### config.mk
export PLATFORM = sky130hd
export DESIGN_NAME = bounded_set_store_flat
export DESIGN_NICKNAME = d
export VERILOG_FILES = /design/src/rtl/core/bss_pkg.sv /design/src/rtl/core/bss_req_if.sv /design/src/rtl/core/bss_rsp_if.sv /design/src/rtl/core/bss_cell.sv /design/src/rtl/core/bss_ctrl.sv /design/src/rtl/core/bounded_set_store.sv /design/src/flat_wrapper.sv
export SDC_FILE = /design/constraint.sdc
export NUM_CORES = 2
export LEC_CHECK = 0
export BUFFER_PORTS_ARGS = -buffer_cell sky130_fd_sc_hd__buf_2
export CAP_MARGIN = 20
export CORE_MARGIN = 2
export CORE_UTILIZATION = 37
export CTS_CLUSTER_DIAMETER = 200
export DETAILED_ROUTE_END_ITERATION = 12
export GPL_TIMING_DRIVEN = 0
export MAX_ROUTING_LAYER = met4
export PLACE_DENSITY = 0.51
export SLEW_MARGIN = 10
export SYNTH_ARGS = -nofsm -noshare
export SYNTH_HDL_FRONTEND = slang
export SYNTH_SLANG_ARGS = --single-unit
### constraint.sdc
create_clock -name clock -period 3.8 [get_ports clock]
set_clock_uncertainty 0.15 [all_clocks]
set_input_delay 0.19 -clock clock [delete_from_list [all_inputs] [get_ports clock]]
set_output_delay 0.19 -clock clock [all_outputs]
set_load 0.05 [all_outputs]
### src/rtl/core/bss_pkg.sv
package bss_pkg;

   localparam int CAPACITY = 64;
   localparam int OCC_W    = $clog2(CAPACITY + 1);
   localparam int SIZE_W   = 7;
   localparam int VALUE_W  = 32;
   localparam int OP_W     = 2;

   typedef logic [OP_W-1:0] op_type;

   localparam op_type OP_INSERT = 2'd0;
   localparam op_type OP_ERASE  = 2'd1;
   localparam op_type OP_LOOKUP = 2'd2;

   typedef enum logic [1:0] {
      ST_IDLE,
      ST_SCAN,
      ST_FINISH
   } state_type;

   // Search token that travels from cell to cell.
   typedef struct packed {
      logic valid;
      logic found;
   } tok_type;

   // Broadcast from the controller to every cell.
   typedef struct packed {
      logic signed [VALUE_W-1:0] value;
      logic                      insert;
      logic                      erase;
   } cell_ctl_type;

endpackage

### src/rtl/core/bss_req_if.sv
interface bss_req_if import bss_pkg::*; ();
   logic                      valid;
   logic                      ready;
   op_type                    op;
   logic signed [VALUE_W-1:0] value;

   modport source (output valid, output op, output value, input ready);
   modport sink   (input valid, input op, input value, output ready);
endinterface

### src/rtl/core/bss_rsp_if.sv
interface bss_rsp_if import bss_pkg::*; ();
   logic              valid;
   logic              ready;
   logic              found;
   logic              status;
   logic [SIZE_W-1:0] size;

   modport source (output valid, output found, output status, output size, input ready);
   modport sink   (input valid, input found, input status, input size, output ready);
endinterface

### src/rtl/core/bss_cell.sv
module bss_cell import bss_pkg::*; (
   input  logic                      clock,
   input  logic                      reset,
   input  cell_ctl_type              ctl,
   input  logic                      live,
   input  logic                      tail_sel,
   input  tok_type                   tok_in,
   input  logic signed [VALUE_W-1:0] next_entry,
   output tok_type                   tok_out,
   output logic signed [VALUE_W-1:0] entry
);

   logic signed [VALUE_W-1:0] entry_ff, entry_in;
   tok_type                   tok_ff, tok_in_next;
   logic                      mark_ff, mark_in;
   logic                      hit;

   // A cell is marked when the hit lies at or before it, so an erase closes
   // the hole by pulling every marked cell one place toward the head.
   assign hit = tok_in.found || (tok_in.valid && live && (entry_ff == ctl.value));

   always_comb begin
      tok_in_next.valid = tok_in.valid;
      tok_in_next.found = hit;
      mark_in           = tok_in.valid ? hit : mark_ff;
      entry_in          = entry_ff;
      if (ctl.insert && tail_sel) begin
         entry_in = ctl.value;
      end else if (ctl.erase && mark_ff) begin
         entry_in = next_entry;
      end
   end

   always_ff @(posedge clock) begin
      if (reset) begin
         tok_ff <= '0;
      end else begin
         tok_ff <= tok_in_next;
      end
   end

   always_ff @(posedge clock) begin
      entry_ff <= entry_in;
      mark_ff  <= mark_in;
   end

   assign tok_out = tok_ff;
   assign entry   = entry_ff;

endmodule

### src/rtl/core/bss_ctrl.sv
module bss_ctrl import bss_pkg::*; (
   input  logic             clock,
   input  logic             reset,
   bss_req_if.sink          req,
   bss_rsp_if.source        rsp,
   input  tok_type          tail_tok,
   output tok_type          head_tok,
   output cell_ctl_type     ctl,
   output logic [OCC_W-1:0] occ
);

   state_type                 state_ff, state_in;
   op_type                    op_ff;
   logic signed [VALUE_W-1:0] value_ff;
   logic                      start_ff;
   logic                      found_ff;
   logic [OCC_W-1:0]          occ_ff, occ_in;
   logic                      rsp_valid_ff, rsp_valid_in;
   logic                      rsp_found_ff;
   logic                      rsp_status_ff;
   logic [SIZE_W-1:0]         rsp_size_ff;

   logic accept, commit, out_free, full, refused, do_insert, do_erase;

   assign out_free  = !rsp_valid_ff || rsp.ready;
   assign accept    = req.valid && req.ready;
   assign full      = (occ_ff >= OCC_W'(CAPACITY));
   assign refused   = (op_ff == OP_INSERT) && !found_ff && full;
   assign do_insert = commit && (op_ff == OP_INSERT) && !found_ff && !full;
   assign do_erase  = commit && (op_ff == OP_ERASE) && found_ff;

   always_comb begin
      state_in = state_ff;
      case (state_ff)
         ST_IDLE:   if (req.valid) state_in = ST_SCAN;
         ST_SCAN:   if (tail_tok.valid) state_in = ST_FINISH;
         ST_FINISH: if (out_free) state_in = ST_IDLE;
         default:   state_in = ST_IDLE;
      endcase
   end

   always_comb begin
      req.ready = 1'b0;
      commit    = 1'b0;
      case (state_ff)
         ST_IDLE:   req.ready = 1'b1;
         ST_SCAN:   ;
         ST_FINISH: commit = out_free;
         default:   ;
      endcase
   end

   always_comb begin
      occ_in = occ_ff;
      if (do_insert) begin
         occ_in = occ_ff + OCC_W'(1);
      end else if (do_erase) begin
         occ_in = occ_ff - OCC_W'(1);
      end
      rsp_valid_in = rsp_valid_ff && !rsp.ready;
      if (commit) begin
         rsp_valid_in = 1'b1;
      end
   end

   always_ff @(posedge clock) begin
      if (reset) begin
         state_ff     <= ST_IDLE;
         start_ff     <= 1'b0;
         occ_ff       <= '0;
         rsp_valid_ff <= 1'b0;
      end else begin
         state_ff     <= state_in;
         start_ff     <= accept;
         occ_ff       <= occ_in;
         rsp_valid_ff <= rsp_valid_in;
      end
   end

   always_ff @(posedge clock) begin
      if (accept) begin
         op_ff    <= req.op;
         value_ff <= req.value;
      end
      if (tail_tok.valid) begin
         found_ff <= tail_tok.found;
      end
      if (commit) begin
         rsp_found_ff  <= found_ff;
         rsp_status_ff <= refused;
         rsp_size_ff   <= SIZE_W'(occ_in);
      end
   end

   assign head_tok.valid = start_ff;
   assign head_tok.found = 1'b0;
   assign ctl.value      = value_ff;
   assign ctl.insert     = do_insert;
   assign ctl.erase      = do_erase;
   assign occ            = occ_ff;

   assign rsp.valid  = rsp_valid_ff;
   assign rsp.found  = rsp_found_ff;
   assign rsp.status = rsp_status_ff;
   assign rsp.size   = rsp_size_ff;

endmodule

### src/rtl/core/bounded_set_store.sv
// Bounded set store: a set of distinct 32-bit values held in a row of
// CAPACITY cells, one stored value per cell, plus an occupancy count.
// The req channel carries one transaction per request (op and value: insert,
// erase or lookup); the rsp channel returns one transaction per request with
// found, status (insert refused because full) and the size after the request.
// A request is accepted only while no other is in progress. A search token
// then walks the chain one cell per cycle; once it leaves the last cell,
// the request commits as soon as the output register is free. An erase
// closes its hole by moving every cell past the hit one place toward
// the head at once.
// The response sits in an output register: a new request is accepted and
// searched while an earlier response still waits, and only its final commit
// waits for the receiver to take that response.
// Reset empties the set at once (the count goes to zero; cell contents are
// left as they are and never read until written again).
module bounded_set_store import bss_pkg::*; (
   input logic       clock,
   input logic       reset,
   bss_req_if.sink   req,
   bss_rsp_if.source rsp
);

   tok_type                   tok [CAPACITY+1];
   logic signed [VALUE_W-1:0] entry [CAPACITY];
   cell_ctl_type              ctl;
   logic [OCC_W-1:0]          occ;

   bss_ctrl u_ctrl (
      .clock    (clock),
      .reset    (reset),
      .req      (req),
      .rsp      (rsp),
      .tail_tok (tok[CAPACITY]),
      .head_tok (tok[0]),
      .ctl      (ctl),
      .occ      (occ)
   );

   for (genvar i = 0; i < CAPACITY; i++) begin : g_cell
      logic signed [VALUE_W-1:0] next_entry;
      logic                      live;
      logic                      tail_sel;

      if (i == CAPACITY - 1) begin : g_last
         assign next_entry = entry[i];
      end else begin : g_mid
         assign next_entry = entry[i+1];
      end

      assign live     = (OCC_W'(i) < occ);
      assign tail_sel = (OCC_W'(i) == occ);

      bss_cell u_cell (
         .clock      (clock),
         .reset      (reset),
         .ctl        (ctl),
         .live       (live),
         .tail_sel   (tail_sel),
         .tok_in     (tok[i]),
         .next_entry (next_entry),
         .tok_out    (tok[i+1]),
         .entry      (entry[i])
      );
   end

endmodule

### src/flat_wrapper.sv
// flat-port wrapper written by rule: the top's interface ports become plain ports
module bounded_set_store_flat import bss_pkg::*;
  (clock, reset, req_valid, req_op, req_value, req_ready, rsp_valid, rsp_found, rsp_status, rsp_size, rsp_ready);
  bss_req_if req_i ();
  bss_rsp_if rsp_i ();
  input logic clock;
  input logic reset;
  input wire logic [$bits(req_i.valid)-1:0] req_valid;
  input wire logic [$bits(req_i.op)-1:0] req_op;
  input wire logic [$bits(req_i.value)-1:0] req_value;
  output wire logic [$bits(req_i.ready)-1:0] req_ready;
  output wire logic [$bits(rsp_i.valid)-1:0] rsp_valid;
  output wire logic [$bits(rsp_i.found)-1:0] rsp_found;
  output wire logic [$bits(rsp_i.status)-1:0] rsp_status;
  output wire logic [$bits(rsp_i.size)-1:0] rsp_size;
  input wire logic [$bits(rsp_i.ready)-1:0] rsp_ready;
  assign req_i.valid = req_valid;
  assign req_i.op = req_op;
  assign req_i.value = req_value;
  assign req_ready = req_i.ready;
  assign rsp_valid = rsp_i.valid;
  assign rsp_found = rsp_i.found;
  assign rsp_status = rsp_i.status;
  assign rsp_size = rsp_i.size;
  assign rsp_i.ready = rsp_ready;
  bounded_set_store u_core (.clock(clock), .reset(reset), .req(req_i), .rsp(rsp_i));
endmodule
==> impl_metrics.tcl <==
set metrics [dict create \
    synthArstFlopShare_pct 0 \
    worst_ep_required_time_ps 4460 \
    clock_tree.root_cell "clkbuf_16" \
    path_cells "buf_4 > buf_2 > clkbuf_2 > clkbuf_2 > mux2_2" \
    synth_cell_types 66 \
    synth_nets 8687 \
    critPathMostFrequentCell "clkbuf_2" \
    grt_max_degree 33 \
    start_util_pct 37.10 \
    cp_top_family "buffers and inverters" \
    htree_levels 5 \
    grt_pass1_vias 84110 \
    cts.sinks 2294 \
    fp.dieH_um 570.7 \
    power_density_mw_per_mm2 434.5 \
    place.gp.congestion 1.062 \
    leakage_nw 48.40 \
    setup_viol 635 \
    cp_slowest_cell "clkbuf_2" \
    grtUsageTotal_pct 53.22 \
    layout-area-overhead-vs-synth_pct 21.54 \
    gr-total-overflow 0 \
    synth_ff_type "edfxtp_1" \
    nFillCells 28910 \
    cp_slowest_stage_delay_ps 870 \
    vias_per_cell 6.714 \
    dp_hpwl_um 664600 \
    syn_area_mm2 0.1188 \
    wl_um 860600 \
    yosysWarnings 0 \
    status "finished, violations left" \
    antenna_found_initial 207 \
    violations "negative setup slack" \
    hp-class "primary input to flop" \
    synth.largest_area_cell "edfxtp_1" \
    clk_latency_ps 980 \
    vdd_drop_max_mv 0.4007 \
    final-instance-count-excl-fill 14170 \
    min_period_ps 4136 \
    ant_nets 0 \
    drt_iter0_drc 19150 \
    drive_above_1_share_pct 34.51 \
    synthCells 8643 \
    hold_violations 0 \
    finalCritPeriodShare_pct 108.8 \
    drcViolationCount 0 \
    rsz0062_at_grt "yes" \
    end_kind "flop" \
    crit_arrival_ps 4800 \
    placementRows 208 \
    worstMarginPinSlew_ps 1258 \
    firstDrtPassIters 6 \
    cp_max_fo 11 \
    syn_area_per_cell_um2 13.75 \
    drv_slew 0 \
    nets 9444 \
    portBuffers 47 \
    path_class "flop to flop" \
    synth.top_cells.by_area "edfxtp_1, mux2_2, xnor2_1" \
    numCtsBuffers 283 \
    die_area_mm2 0.3258 \
    ys_seq_elements 2294 \
    relSlewSlack_pct 15.83 \
    pin_count 49 \
    core_mm2 0.3204 \
    place_ws_ps -1600 \
    die_w_um 570.7 \
    max_cap_viol_count 0 \
    ctsLongestPathBuffers 4 \
    fmax_mhz 241.8 \
    grt_pass1_wl_um 1043000 \
    cts_tree "built" \
    placed_cells 13360 \
    path_clk_slew_ps 60 \
    cp-start-kind "flop" \
    yosysSeqAreaShare_pct 56.79 \
    worst_slack_ps -335.5 \
    synth-edff-count 2155 \
    synth_top_cell_area_share_pct 54.45 \
    num_vias 95160 \
    multi_input_area_mm2 0.04872 \
    seq_area_mm2 0.06749 \
    wire_per_inst_um 60.71 \
    worst-path-buf-inv 4 \
]
## tightest hold or removal path: stages
cell      delay (ps)
clkbuf_2         520
buf_16           270
nor2b_1          140
## cell usage in the layout, fill, tap and decap left out, types with 201 or more instances in the layout
cell | Yosys | final
clkbuf_16 | 0 | 288
buf_2 | 285 | 252
buf_12 | 0 | 212
edfxtp_1 | 2155 | 2155
nand4_1 | 313 | 313
xnor2_1 | 1169 | 1169
nand2_1 | 377 | 343
mux2_2 | 1753 | 1753
diode_2 | 0 | 237
nor4_1 | 273 | 268
xor2_1 | 862 | 862
o21ai_0 | 202 | 201
## sequential cells by signal (all words and copies together), names as in the netlist, 2 cells and up
name and cells:
u_core.u_ctrl.op_ff 2, u_core.u_ctrl.value_ff 32, u_core.g_cell.u_cell.entry 2048, u_core.u_ctrl.rsp.size 7, u_core.g_cell.u_cell.mark_ff 63, u_core.u_ctrl.occ 7, u_core.u_ctrl.state_ff 2, u_core.g_cell.u_cell.tok_out 128
## cell usage after synthesis, types with 11 or more instances
library cell and count:
edfxtp_1 2155, mux2_2 1753, xnor2_1 1169, xor2_1 862, nand2_1 377, clkbuf_1 358, nand4_1 313, buf_2 285
nor4_1 273, o21ai_0 202, dfxtp_1 139, nor2b_1 78, nand3_1 74, buf_1 73, nor3_1 61, a21o_1 59
mux2_1 51, nor2_1 43, inv_1 29, and2_1 27, a21oi_1 25, a22o_1 21, nor2_2 19, a31o_2 16
a2111oi_0 14, a41o_1 14, o21bai_1 14, o31ai_1 14, nand2b_1 13, or4_1 11
## cell families (layout without fill, tap and decap cells)
logic type	Yosys count	in the layout	share of synthesized area (%)
other	0	237	0
flip-flops	2294	2294	56.79
multiplexers	1807	1807	17.12
buffers and inverters	757	1746	2.732
XOR/XNOR	2031	2031	14.97
adder cells (fa/ha/maj)	6	6	0.06317
AO/OA/AOI/OAI	420	420	2.276
AND/OR/NAND/NOR	1328	1328	6.049
## through the flow
step                      cell area, µm²  util (%)  setup TNS (ps)  hold WS, ps  power [W]
after global placement            124500     38.85               -        218.3    0.03342
after CTS                         143700     44.85          -646.8        11.75    0.06189
after global routing              144100     44.99           -3172        5.104    0.06282
after detailed placement          132800     41.46        -2923170        218.4    0.03420
after floorplan                   118800         -               0        138.9    0.02943
final                             144400     45.09          -64670        97.65    0.06277
## per-layer routing
| layer | routed length, µm | global-route usage, % | share of wire (%) | vias up |
|---|---|---|---|---|
| li1 | - | - | - | 33500 |
| met4 | 79000 | 40.32 | 9.2 | 0 |
| met1 | 321800 | 64.65 | 37 | 49520 |
| met2 | 335500 | 68.57 | 39 | 9748 |
| met3 | 124200 | 23.08 | 14 | 2393 |
| met5 | 0 | - | 0 | - |
## final cells by class
cell class / count / share of cell area [%]
sequential: 2294 / 46.73
multi-input combinational: 5592 / 33.73
timing repair buffer: 505 / 6.203
clock buffer: 360 / 5.273
tap: 4305 / 3.729
buffer: 693 / 2.728
clock inverter: 157 / 1.117
antenna: 237 / 0.4106
inverter: 31 / 0.08316
## path summary, 6_finish.rpt
kind                                           startpoint                                  end  slack, ps  depth (start not counted)
worst min register to register  u_core.u_ctrl.value_ff[3]    u_core.g_cell[63].u_cell.entry[3]        300                          0
worst min-delay path                                reset  u_core.g_cell[63].u_cell.tok_out[1]        100                          3
worst max-delay path            u_core.u_ctrl.value_ff[1]    u_core.g_cell[12].u_cell.entry[1]       -340                          5
worst max register to register  u_core.u_ctrl.value_ff[1]    u_core.g_cell[12].u_cell.entry[1]       -340                          5
## power breakdown
part	switching, W	leakage [nW]	internal, W
logic	0.00549	23.4	0.00158
registers	0.0000234	20.6	0.0272
clock network	0.0124	4.46	0.0160
total	0.0180	48.4	0.0448
## repair_timing
action,4_1_cts,5_1_grt
endpoints found under the setup margin,4064,523
setup buffers,20,4
pin swaps,9,1
hold endpoints to repair,40,0
resized for setup,259,38
hold buffers,72,0
Note: power is estimated with default switching activity, not from simulation.
